`src/sv/rlsb_pkg.sv`:
```
`timescale 1ns / 1ps
`default_nettype none
// ----------------------------------------------------------------------------
// rlsb_pkg
// Types and constants shared by the rainbow pixel sequencer and its checker.
// ----------------------------------------------------------------------------
package rlsb_pkg;

    localparam int CFG_DATA_W = 16;
    localparam int CFG_IDX_W  = 3;

    // register indexes of the configuration port
    localparam logic [CFG_IDX_W-1:0] CFG_SATURATION = 3'd0;
    localparam logic [CFG_IDX_W-1:0] CFG_BRIGHTNESS = 3'd1;
    localparam logic [CFG_IDX_W-1:0] CFG_FRAME      = 3'd2;
    localparam logic [CFG_IDX_W-1:0] CFG_FLASH_ON   = 3'd3;
    localparam logic [CFG_IDX_W-1:0] CFG_FLASH_OFF  = 3'd4;
    localparam logic [CFG_IDX_W-1:0] CFG_REPEATS    = 3'd5;

    localparam logic [6:0]  RST_SATURATION = 7'd100;
    localparam logic [6:0]  RST_BRIGHTNESS = 7'd20;
    localparam logic [15:0] RST_FRAME      = 16'd20;
    localparam logic [15:0] RST_FLASH_ON   = 16'd50;
    localparam logic [15:0] RST_FLASH_OFF  = 16'd50;
    localparam logic [3:0]  RST_REPEATS    = 4'd3;

    localparam logic [6:0] PCT_MAX     = 7'd100;
    localparam logic [7:0] LEVEL_MAX   = 8'd255;
    localparam logic [2:0] LAST_SECTOR = 3'd5;
    localparam logic [5:0] LAST_DEG    = 6'd59;

    // floor(x/100) = (x*5243)>>19 for x < 25600
    // floor(x/60)  = (x*17477)>>20 for x < 15360
    localparam logic [14:0] RECIP_100    = 15'd5243;
    localparam int          RECIP_100_SH = 19;
    localparam logic [14:0] RECIP_60     = 15'd17477;
    localparam int          RECIP_60_SH  = 20;

    localparam int MUL_A_W = 30;
    localparam int MUL_B_W = 15;

    typedef enum logic [1:0] {
        PH_RAINBOW = 2'd0,
        PH_LIT     = 2'd1,
        PH_DARK    = 2'd2
    } t_phase;

    typedef enum logic [1:0] {
        ST_IDLE = 2'd0,
        ST_MUL  = 2'd1,
        ST_OUT  = 2'd2
    } t_state;

    // multiply steps of the HSV conversion
    typedef enum logic [2:0] {
        MS_V255    = 3'd0,
        MS_DIV_MX  = 3'd1,
        MS_SAT     = 3'd2,
        MS_DIV_MN  = 3'd3,
        MS_SPAN    = 3'd4,
        MS_DIV_ADJ = 3'd5
    } t_mstep;

endpackage
`default_nettype wire

```
`src/sv/rlsb_if.sv`:
```
`timescale 1ns / 1ps
`default_nettype none
// ----------------------------------------------------------------------------
// rlsb_tick_if / rlsb_pix_if
// Valid/ready channels: tick requests in, pixel results out.
// ----------------------------------------------------------------------------
interface rlsb_tick_if;
    logic valid;
    logic ready;
    logic trigger;

    modport source (output valid, output trigger, input ready);
    modport sink   (input valid, input trigger, output ready);
endinterface

interface rlsb_pix_if;
    logic       valid;
    logic       ready;
    logic [7:0] red;
    logic [7:0] green;
    logic [7:0] blue;
    logic       refresh;
    logic       flashing;

    modport source (output valid, output red, output green, output blue,
                    output refresh, output flashing, input ready);
    modport sink   (input valid, input red, input green, input blue,
                    input refresh, input flashing, output ready);
endinterface
`default_nettype wire

```
`src/sv/rainbow_led_sequencer_with_blink_unit.sv`:
```
`timescale 1ns / 1ps
`default_nettype none
// ----------------------------------------------------------------------------
// rainbow_led_sequencer_with_blink_unit
// One RGB pixel: rainbow hue cycle with blue flash runs on blink requests.
// ----------------------------------------------------------------------------
// One request on i_tick is one time-base tick; it yields exactly one pixel
// request on o_pix. A tick that only counts down a segment, or that starts a
// flash or a dark gap, is accepted and then loads the output register. A tick
// that shows a new rainbow color first runs six multiplications through one
// bit-serial shift-add multiplier, one multiplier bit per cycle, and then
// loads the output register. Ticks are taken one at a time, and the next tick
// is accepted while the previous result still waits in the output register.
// Configuration writes are taken at any edge with i_cfg_we high and are meant
// for idle periods only.
// ----------------------------------------------------------------------------
module rainbow_led_sequencer_with_blink_unit #(
    parameter int TIMER_BITS = 16
) (
    input  wire                             i_clk,
    input  wire                             i_rst_n,
    input  wire                             i_cfg_we,
    input  wire [rlsb_pkg::CFG_IDX_W-1:0]   i_cfg_idx,
    input  wire [rlsb_pkg::CFG_DATA_W-1:0]  i_cfg_data,
    rlsb_tick_if.sink                       i_tick,
    rlsb_pix_if.source                      o_pix
);
    import rlsb_pkg::*;

    // configuration
    logic [6:0]  r_sat, r_bri;
    logic [15:0] r_frame, r_on, r_off;
    logic [3:0]  r_rep;

    // sequencer state
    t_state              r_state, n_state;
    t_phase              r_phase, n_phase;
    logic [TIMER_BITS-1:0] r_timer, n_timer;
    logic [3:0]          r_left, n_left;
    logic                r_pend, n_pend;
    logic [2:0]          r_hue_sec, n_hue_sec;
    logic [5:0]          r_hue_deg, n_hue_deg;
    logic [23:0]         r_pix, n_pix;
    logic                r_refresh, n_refresh;

    // HSV datapath
    t_mstep              r_step, n_step;
    logic [2:0]          r_sec, n_sec;
    logic [5:0]          r_deg, n_deg;
    logic [7:0]          r_mx, n_mx;
    logic [7:0]          r_mn, n_mn;
    logic [MUL_A_W-1:0]  r_mul_a, n_mul_a;
    logic [MUL_B_W-1:0]  r_mul_b, n_mul_b;
    logic [MUL_A_W-1:0]  r_acc, n_acc;

    // output register
    logic                r_out_valid;
    logic [23:0]         r_out_pix;
    logic                r_out_refresh;
    logic                r_out_flashing;

    logic w_accept, w_mul_done, w_out_load;
    logic [6:0] w_sat_c, w_bri_c;
    logic [7:0] w_adj;
    logic [7:0] w_div;

    function automatic logic [TIMER_BITS-1:0] seg_load(input logic [15:0] len);
        logic [15:0] m1;
        logic [31:0] w;
        logic [TIMER_BITS-1:0] res;
        m1 = (len == 16'd0) ? 16'd0 : len - 16'd1;
        w  = 32'(m1);
        if ((w >> TIMER_BITS) != 32'd0) begin
            res = '1;
        end else begin
            res = w[TIMER_BITS-1:0];
        end
        return res;
    endfunction

    assign w_sat_c = (r_sat > PCT_MAX) ? PCT_MAX : r_sat;
    assign w_bri_c = (r_bri > PCT_MAX) ? PCT_MAX : r_bri;
    assign w_div   = r_acc[RECIP_100_SH +: 8];
    assign w_adj   = r_acc[RECIP_60_SH +: 8];

    // control strobes
    always_comb begin
        w_accept   = i_tick.valid && (r_state == ST_IDLE);
        w_mul_done = (r_state == ST_MUL) && (r_mul_b == '0);
        w_out_load = (r_state == ST_OUT) && (!r_out_valid || o_pix.ready);
    end

    assign i_tick.ready   = (r_state == ST_IDLE);
    assign o_pix.valid    = r_out_valid;
    assign o_pix.red      = r_out_pix[23:16];
    assign o_pix.green    = r_out_pix[15:8];
    assign o_pix.blue     = r_out_pix[7:0];
    assign o_pix.refresh  = r_out_refresh;
    assign o_pix.flashing = r_out_flashing;

    // next state
    always_comb begin
        n_state = r_state;
        case (r_state)
            ST_IDLE: begin
                if (w_accept) begin
                    n_state = (n_step == MS_V255 && n_phase == PH_RAINBOW
                               && n_refresh) ? ST_MUL : ST_OUT;
                end
            end
            ST_MUL: begin
                if (w_mul_done && r_step == MS_DIV_ADJ) begin
                    n_state = ST_OUT;
                end
            end
            ST_OUT: begin
                if (w_out_load) begin
                    n_state = ST_IDLE;
                end
            end
            default: n_state = ST_IDLE;
        endcase
    end

    // sequencer and datapath
    always_comb begin
        logic show_rainbow;
        logic pend;
        n_phase   = r_phase;
        n_timer   = r_timer;
        n_left    = r_left;
        n_pend    = r_pend;
        n_hue_sec = r_hue_sec;
        n_hue_deg = r_hue_deg;
        n_pix     = r_pix;
        n_refresh = r_refresh;
        n_step    = r_step;
        n_sec     = r_sec;
        n_deg     = r_deg;
        n_mx      = r_mx;
        n_mn      = r_mn;
        n_acc     = r_acc;
        n_mul_a   = r_mul_a;
        n_mul_b   = r_mul_b;
        show_rainbow = 1'b0;
        pend = r_pend | i_tick.trigger;

        if (w_accept) begin
            n_pend    = pend;
            n_refresh = 1'b0;
            n_step    = MS_DIV_ADJ;
            if (r_timer != '0) begin
                n_timer = r_timer - TIMER_BITS'(1);
            end else begin
                n_refresh = 1'b1;
                case (r_phase)
                    PH_LIT: begin
                        n_pix   = 24'd0;
                        n_phase = PH_DARK;
                        n_timer = seg_load(r_off);
                    end
                    PH_DARK: begin
                        if (r_left != 4'd0) begin
                            n_left  = r_left - 4'd1;
                            n_pix   = {16'd0, LEVEL_MAX};
                            n_phase = PH_LIT;
                            n_timer = seg_load(r_on);
                        end else begin
                            show_rainbow = 1'b1;
                        end
                    end
                    default: begin
                        if (pend) begin
                            n_pend = 1'b0;
                            if (r_rep != 4'd0) begin
                                n_left  = r_rep - 4'd1;
                                n_pix   = {16'd0, LEVEL_MAX};
                                n_phase = PH_LIT;
                                n_timer = seg_load(r_on);
                            end else begin
                                show_rainbow = 1'b1;
                            end
                        end else begin
                            show_rainbow = 1'b1;
                        end
                    end
                endcase
            end
            if (show_rainbow) begin
                n_phase = PH_RAINBOW;
                n_timer = seg_load(r_frame);
                n_sec   = r_hue_sec;
                n_deg   = r_hue_deg;
                if (r_hue_deg == LAST_DEG) begin
                    n_hue_deg = 6'd0;
                    n_hue_sec = (r_hue_sec == LAST_SECTOR) ? 3'd0 : r_hue_sec + 3'd1;
                end else begin
                    n_hue_deg = r_hue_deg + 6'd1;
                end
                n_step  = MS_V255;
                n_acc   = '0;
                n_mul_a = MUL_A_W'(w_bri_c);
                n_mul_b = MUL_B_W'(LEVEL_MAX);
            end
        end else if (r_state == ST_MUL) begin
            if (!w_mul_done) begin
                // one multiplier bit per cycle, LSB first
                if (r_mul_b[0]) begin
                    n_acc = r_acc + r_mul_a;
                end
                n_mul_a = r_mul_a << 1;
                n_mul_b = r_mul_b >> 1;
            end else begin
                n_acc = '0;
                case (r_step)
                    MS_V255: begin
                        n_step  = MS_DIV_MX;
                        n_mul_a = MUL_A_W'(r_acc[14:0]);
                        n_mul_b = RECIP_100;
                    end
                    MS_DIV_MX: begin
                        n_mx    = w_div;
                        n_step  = MS_SAT;
                        n_mul_a = MUL_A_W'(w_div);
                        n_mul_b = MUL_B_W'(PCT_MAX - w_sat_c);
                    end
                    MS_SAT: begin
                        n_step  = MS_DIV_MN;
                        n_mul_a = MUL_A_W'(r_acc[14:0]);
                        n_mul_b = RECIP_100;
                    end
                    MS_DIV_MN: begin
                        n_mn    = w_div;
                        n_step  = MS_SPAN;
                        n_mul_a = MUL_A_W'(r_mx - w_div);
                        n_mul_b = MUL_B_W'(r_deg);
                    end
                    MS_SPAN: begin
                        n_step  = MS_DIV_ADJ;
                        n_mul_a = MUL_A_W'(r_acc[14:0]);
                        n_mul_b = RECIP_60;
                    end
                    default: begin
                        case (r_sec)
                            3'd0: n_pix = {r_mx, r_mn + w_adj, r_mn};
                            3'd1: n_pix = {r_mx - w_adj, r_mx, r_mn};
                            3'd2: n_pix = {r_mn, r_mx, r_mn + w_adj};
                            3'd3: n_pix = {r_mn, r_mx - w_adj, r_mx};
                            3'd4: n_pix = {r_mn + w_adj, r_mn, r_mx};
                            default: n_pix = {r_mx, r_mn, r_mx - w_adj};
                        endcase
                    end
                endcase
            end
        end
    end

    always_ff @(posedge i_clk) begin
        if (!i_rst_n) begin
            r_sat   <= RST_SATURATION;
            r_bri   <= RST_BRIGHTNESS;
            r_frame <= RST_FRAME;
            r_on    <= RST_FLASH_ON;
            r_off   <= RST_FLASH_OFF;
            r_rep   <= RST_REPEATS;
        end else if (i_cfg_we) begin
            case (i_cfg_idx)
                CFG_SATURATION: r_sat   <= i_cfg_data[6:0];
                CFG_BRIGHTNESS: r_bri   <= i_cfg_data[6:0];
                CFG_FRAME:      r_frame <= i_cfg_data;
                CFG_FLASH_ON:   r_on    <= i_cfg_data;
                CFG_FLASH_OFF:  r_off   <= i_cfg_data;
                CFG_REPEATS:    r_rep   <= i_cfg_data[3:0];
                default: ;
            endcase
        end
    end

    always_ff @(posedge i_clk) begin
        if (!i_rst_n) begin
            r_state     <= ST_IDLE;
            r_phase     <= PH_RAINBOW;
            r_timer     <= '0;
            r_left      <= 4'd0;
            r_pend      <= 1'b0;
            r_hue_sec   <= 3'd0;
            r_hue_deg   <= 6'd0;
            r_pix       <= 24'd0;
            r_step      <= MS_V255;
            r_out_valid <= 1'b0;
        end else begin
            r_state   <= n_state;
            r_phase   <= n_phase;
            r_timer   <= n_timer;
            r_left    <= n_left;
            r_pend    <= n_pend;
            r_hue_sec <= n_hue_sec;
            r_hue_deg <= n_hue_deg;
            r_pix     <= n_pix;
            r_step    <= n_step;
            if (w_out_load) begin
                r_out_valid <= 1'b1;
            end else if (o_pix.ready) begin
                r_out_valid <= 1'b0;
            end
        end
    end

    always_ff @(posedge i_clk) begin
        r_refresh <= n_refresh;
        r_sec     <= n_sec;
        r_deg     <= n_deg;
        r_mx      <= n_mx;
        r_mn      <= n_mn;
        r_acc     <= n_acc;
        r_mul_a   <= n_mul_a;
        r_mul_b   <= n_mul_b;
        if (w_out_load) begin
            r_out_pix      <= r_pix;
            r_out_refresh  <= r_refresh;
            r_out_flashing <= (r_phase == PH_LIT) || (r_phase == PH_DARK);
        end
    end

endmodule
`default_nettype wire

```
`src/flat_wrapper.sv`:
```
// flat-port wrapper written by rule: the top's interface ports become plain ports
module rainbow_led_sequencer_with_blink_unit_flat import rlsb_pkg::*;
#(
    parameter int TIMER_BITS = 16
)
  (i_clk, i_rst_n, i_cfg_we, i_cfg_idx, i_cfg_data, i_tick_valid, i_tick_trigger, i_tick_ready, o_pix_valid, o_pix_red, o_pix_green, o_pix_blue, o_pix_refresh, o_pix_flashing, o_pix_ready);
  rlsb_tick_if i_tick_i ();
  rlsb_pix_if o_pix_i ();
  input  wire i_clk;
  input  wire i_rst_n;
  input  wire i_cfg_we;
  input  wire [rlsb_pkg::CFG_IDX_W-1:0] i_cfg_idx;
  input  wire [rlsb_pkg::CFG_DATA_W-1:0] i_cfg_data;
  input wire logic [$bits(i_tick_i.valid)-1:0] i_tick_valid;
  input wire logic [$bits(i_tick_i.trigger)-1:0] i_tick_trigger;
  output wire logic [$bits(i_tick_i.ready)-1:0] i_tick_ready;
  output wire logic [$bits(o_pix_i.valid)-1:0] o_pix_valid;
  output wire logic [$bits(o_pix_i.red)-1:0] o_pix_red;
  output wire logic [$bits(o_pix_i.green)-1:0] o_pix_green;
  output wire logic [$bits(o_pix_i.blue)-1:0] o_pix_blue;
  output wire logic [$bits(o_pix_i.refresh)-1:0] o_pix_refresh;
  output wire logic [$bits(o_pix_i.flashing)-1:0] o_pix_flashing;
  input wire logic [$bits(o_pix_i.ready)-1:0] o_pix_ready;
  assign i_tick_i.valid = i_tick_valid;
  assign i_tick_i.trigger = i_tick_trigger;
  assign i_tick_ready = i_tick_i.ready;
  assign o_pix_valid = o_pix_i.valid;
  assign o_pix_red = o_pix_i.red;
  assign o_pix_green = o_pix_i.green;
  assign o_pix_blue = o_pix_i.blue;
  assign o_pix_refresh = o_pix_i.refresh;
  assign o_pix_flashing = o_pix_i.flashing;
  assign o_pix_i.ready = o_pix_ready;
  rainbow_led_sequencer_with_blink_unit #(.TIMER_BITS(TIMER_BITS)) u_core (.i_clk(i_clk), .i_rst_n(i_rst_n), .i_cfg_we(i_cfg_we), .i_cfg_idx(i_cfg_idx), .i_cfg_data(i_cfg_data), .i_tick(i_tick_i), .o_pix(o_pix_i));
endmodule
```
`config.mk`:
```
export PLATFORM = sky130hd
export DESIGN_NAME = rainbow_led_sequencer_with_blink_unit_flat
export DESIGN_NICKNAME = d
export VERILOG_FILES = /design/src/sv/rlsb_pkg.sv /design/src/sv/rlsb_if.sv /design/src/sv/rainbow_led_sequencer_with_blink_unit.sv /design/src/flat_wrapper.sv
export SDC_FILE = /design/constraint.sdc
export NUM_CORES = 1
export LEC_CHECK = 0
export ABC_CLOCK_PERIOD_IN_PS = 5000
export CAP_MARGIN = 10
export CORE_MARGIN = 10
export CORE_UTILIZATION = 40
export CTS_CLUSTER_DIAMETER = 40
export CTS_CLUSTER_SIZE = 40
export DETAILED_ROUTE_END_ITERATION = 7
export DONT_BUFFER_PORTS = 1
export PLACE_DENSITY_LB_ADDON = 0.12
export SYNTH_ARGS = -nofsm -noshare
export SYNTH_HDL_FRONTEND = slang
export SYNTH_SLANG_ARGS = --single-unit
```
`constraint.sdc`:
```
create_clock -name i_clk -period 5 [get_ports i_clk]
set_input_delay 1.25 -clock i_clk [delete_from_list [all_inputs] [get_ports i_clk]]
set_output_delay 1.25 -clock i_clk [all_outputs]
set_load 0.01 [all_outputs]
```
==> impl_metrics.ini <==
[sta]
skew_ns = 0.0204
holdWs_ns = 0.435
rsz0062_at_grt = no
finalSetupViolations = 0
fmax_ghz = 0.287
slew_violations = 0
setup_tns_ns = 0
period_minus_slack_ns = 3.48
worstMarginPinSlew_ns = 1.24
fin_ws_ns = 1.52
finalCritPeriodShare = 0.696
hold_viol_final = 0
relSlewSlack = 0.172

[setup_path]
end_kind = flop
r2r_end = u_core.r_mul_a[12]$_SDFFCE_PP0P_
criticalPathCategory = reg -> reg
worst_ep_arrival_time_ns = 3.69
worstSetupStartpointType = flop
timing.rr.start = u_core.r_timer[0]$_SDFFE_PN0P_
rrSetupSlack_ns = 1.52
crit_slowest_cell = or4b_1
r2r_cells = 10
cp_top_family = simple AND/OR/NAND/NOR gates
cp.required_ns = 5.21
critPathMaxFanout = 28
slowest_delay_ns = 0.52
critical_path_buf_inv_count = 3
path_cells = inv_1 -> ha_1 -> or4b_1 -> nand2b_1 -> nor3_4 -> nand2_2 -> clkinv_2 -> nor2_1 -> nor2_2 -> buf_4

[routing]
viasPerCell = 5.71
wl_per_cell_um = 19.2
drc = 0
wirelength_mm = 40.8
ant_nets = 0
vias = 12149
drt_pass1_iterations = 5
drt_first_iter_violations = 812

[global_routing]
grt_max_degree = 84
antenna_found_initial = 0
grt_overflow = 0
grt_pass1_vias = 11621
grt_pass1_wl_mm = 65.1
grt_use_total = 0.181

[synth]
synth_nets = 1729
yosys_warnings = 0
ys_ff_latch = 251
synth_ff_type = dfxtp_1
synthTopCellsByArea = edfxtp_1 (25%), dfxtp_1 (18%), nand2_1 (6.7%)
synth.distinct_cells = 85
synth_edf_count = 122
synth_top_area_cell = edfxtp_1
ys_seq_area_frac = 0.433
syn-cell-area_um2 = 14400
syn_inst = 1642
syn_area_per_cell_um2 = 8.78
synth_async_sr_flop_share = 0
netlist.area_leader.share = 0.254

[placed_design]
dp_hpwl_mm = 29.5
place_congestion = 0.860
dp_slack_ns = 1.52
portBuffers = 0

[cells_and_area]
layout_commonest_cell = nand2_1
layout-drive-gt1-share = 0.0762
diodes = 0
area.growth.synth_to_final_pct = 13.0
nets = 1720
final_util = 0.458
layout_common_cells = nand2_1 (258), a21oi_1 (158), nor2_1 (135)

[cts]
post-cts-setup-buffers = 0
clk_path_buf_depth = 3
clkTransAtPathRegs_ns = 0.06
htree_num_levels = 2
ctsHoldBuffers = 0
insertion_delay_ns = 0.57
cts-root-buf = clkbuf_16
cts_buffers = 43
ctsResizeCount = 0
cts.sinks = 251
cts_tree = yes

[floorplan]
dieArea_um2 = 44000
die_h_um = 210
initial_core_util = 0.405
die_width_um = 210
ios = 53
row_count = 69
coreArea_um2 = 35600

[power_and_ir_drop]
ir_worst_vdd_v = 0.000331
power_density_nw_per_um2 = 424
power.total_w = 0.00692
leakagePower_nw = 6.04

[hold_path]
min_from = u_core.r_pix[15]$_SDFFE_PN0P_
hold_class = reg -> reg
hold_depth = 0
min_to = u_core.r_out_pix[15]$_DFFE_PP_

[status]
status = complete, no violations

[job]
cap_violations = 0
state kept, by name (all words and copies together), names as in the netlist, 7 cells and up:
signal and cells:
u_core.r_out_pix 24, u_core.r_pix 24, u_core.r_timer 16, u_core.r_sat 7, u_core.r_off 16, u_core.r_frame 16, u_core.r_on 16, u_core.r_acc 28
u_core.r_mn 8, u_core.r_mul_b 15, u_core.r_mul_a 28, u_core.r_mx 8, u_core.r_bri 7
logic make-up after synthesis:
group | after synthesis | share of synthesized area
flops | 251 | 0.433
fa+ha+maj | 62 | 0.0559
buf+inv | 123 | 0.0331
xor+xnor | 83 | 0.0504
mux | 25 | 0.0175
compound gates | 482 | 0.211
simple gates | 616 | 0.199
cells in the mapped netlist (all sizes together), types with 7 or more instances:
cell / count
nor3: 45
clkbuf: 64
nor2: 141
xor2: 32
a211oi: 14
edfxtp: 122
o21a: 15
nor2b: 16
a221oi: 8
nand3: 37
or2: 7
a21oi: 158
a22oi: 12
xnor2: 51
and2: 12
mux2i: 23
buf: 9
o31ai: 9
o22ai: 24
o21ai: 100
o21bai: 9
a31oi: 14
nor4: 16
nand4: 9
and3: 15
o211ai: 14
nand2b: 16
a21o: 35
inv: 47
nand2: 259
or3: 16
o221ai: 8
a21boi: 11
ha: 58
dfxtp: 129
or4: 12
area by class of cell:
cell class              instances  area, um2
flip-flops and latches        251       6250
clock inverters                36        367
clock buffers                  43       1080
well taps                     461        577
multi-input cells            1268       7700
fillers                      3444      19300
repair buffers                 19        143
inverters                      50        189
layer usage:
metal  vias up  routed length, um  global-route usage
li1       5993                  -                   -
met1      5827              19800               0.255
met2       268              18000               0.272
met3        61               2080              0.0313
met4         0                924              0.0595
met5         -                  0                   0
stage by stage:
step                      area (um2)  instances
after floorplan                14400       1642
after global placement         14900       2049
after detailed placement       14900       2049
after CTS                      16300       2128
after global routing           16300       2128
final                          16300       2128
worst max path at each step:
stage / start / to / cells after the start
2_1_floorplan: i_tick_trigger / u_core.r_mul_a[0]$_DFFE_PP_ / 7
5_1_grt: u_core.r_timer[0]$_SDFFE_PN0P_ / u_core.r_mul_a[13]$_SDFFCE_PP0P_ / 10
3_3_place_gp: u_core.r_timer[0]$_SDFFE_PN0P_ / u_core.r_mul_a[24]$_SDFFCE_PP0P_ / 10
4_1_cts: u_core.r_timer[0]$_SDFFE_PN0P_ / u_core.r_mul_a[27]$_SDFFCE_PP0P_ / 10
3_5_place_dp: u_core.r_timer[0]$_SDFFE_PN0P_ / u_core.r_mul_a[24]$_SDFFCE_PP0P_ / 10
6_report: u_core.r_timer[0]$_SDFFE_PN0P_ / u_core.r_mul_a[12]$_SDFFCE_PP0P_ / 10
power breakdown:
group          leakage (nW)  internal [W]  switching, W
combinational          3.17      0.000557      0.000893
clock                 0.711       0.00171       0.00121
sequential             2.17       0.00239      0.000165
Note: power is estimated with default switching activity, not from simulation.
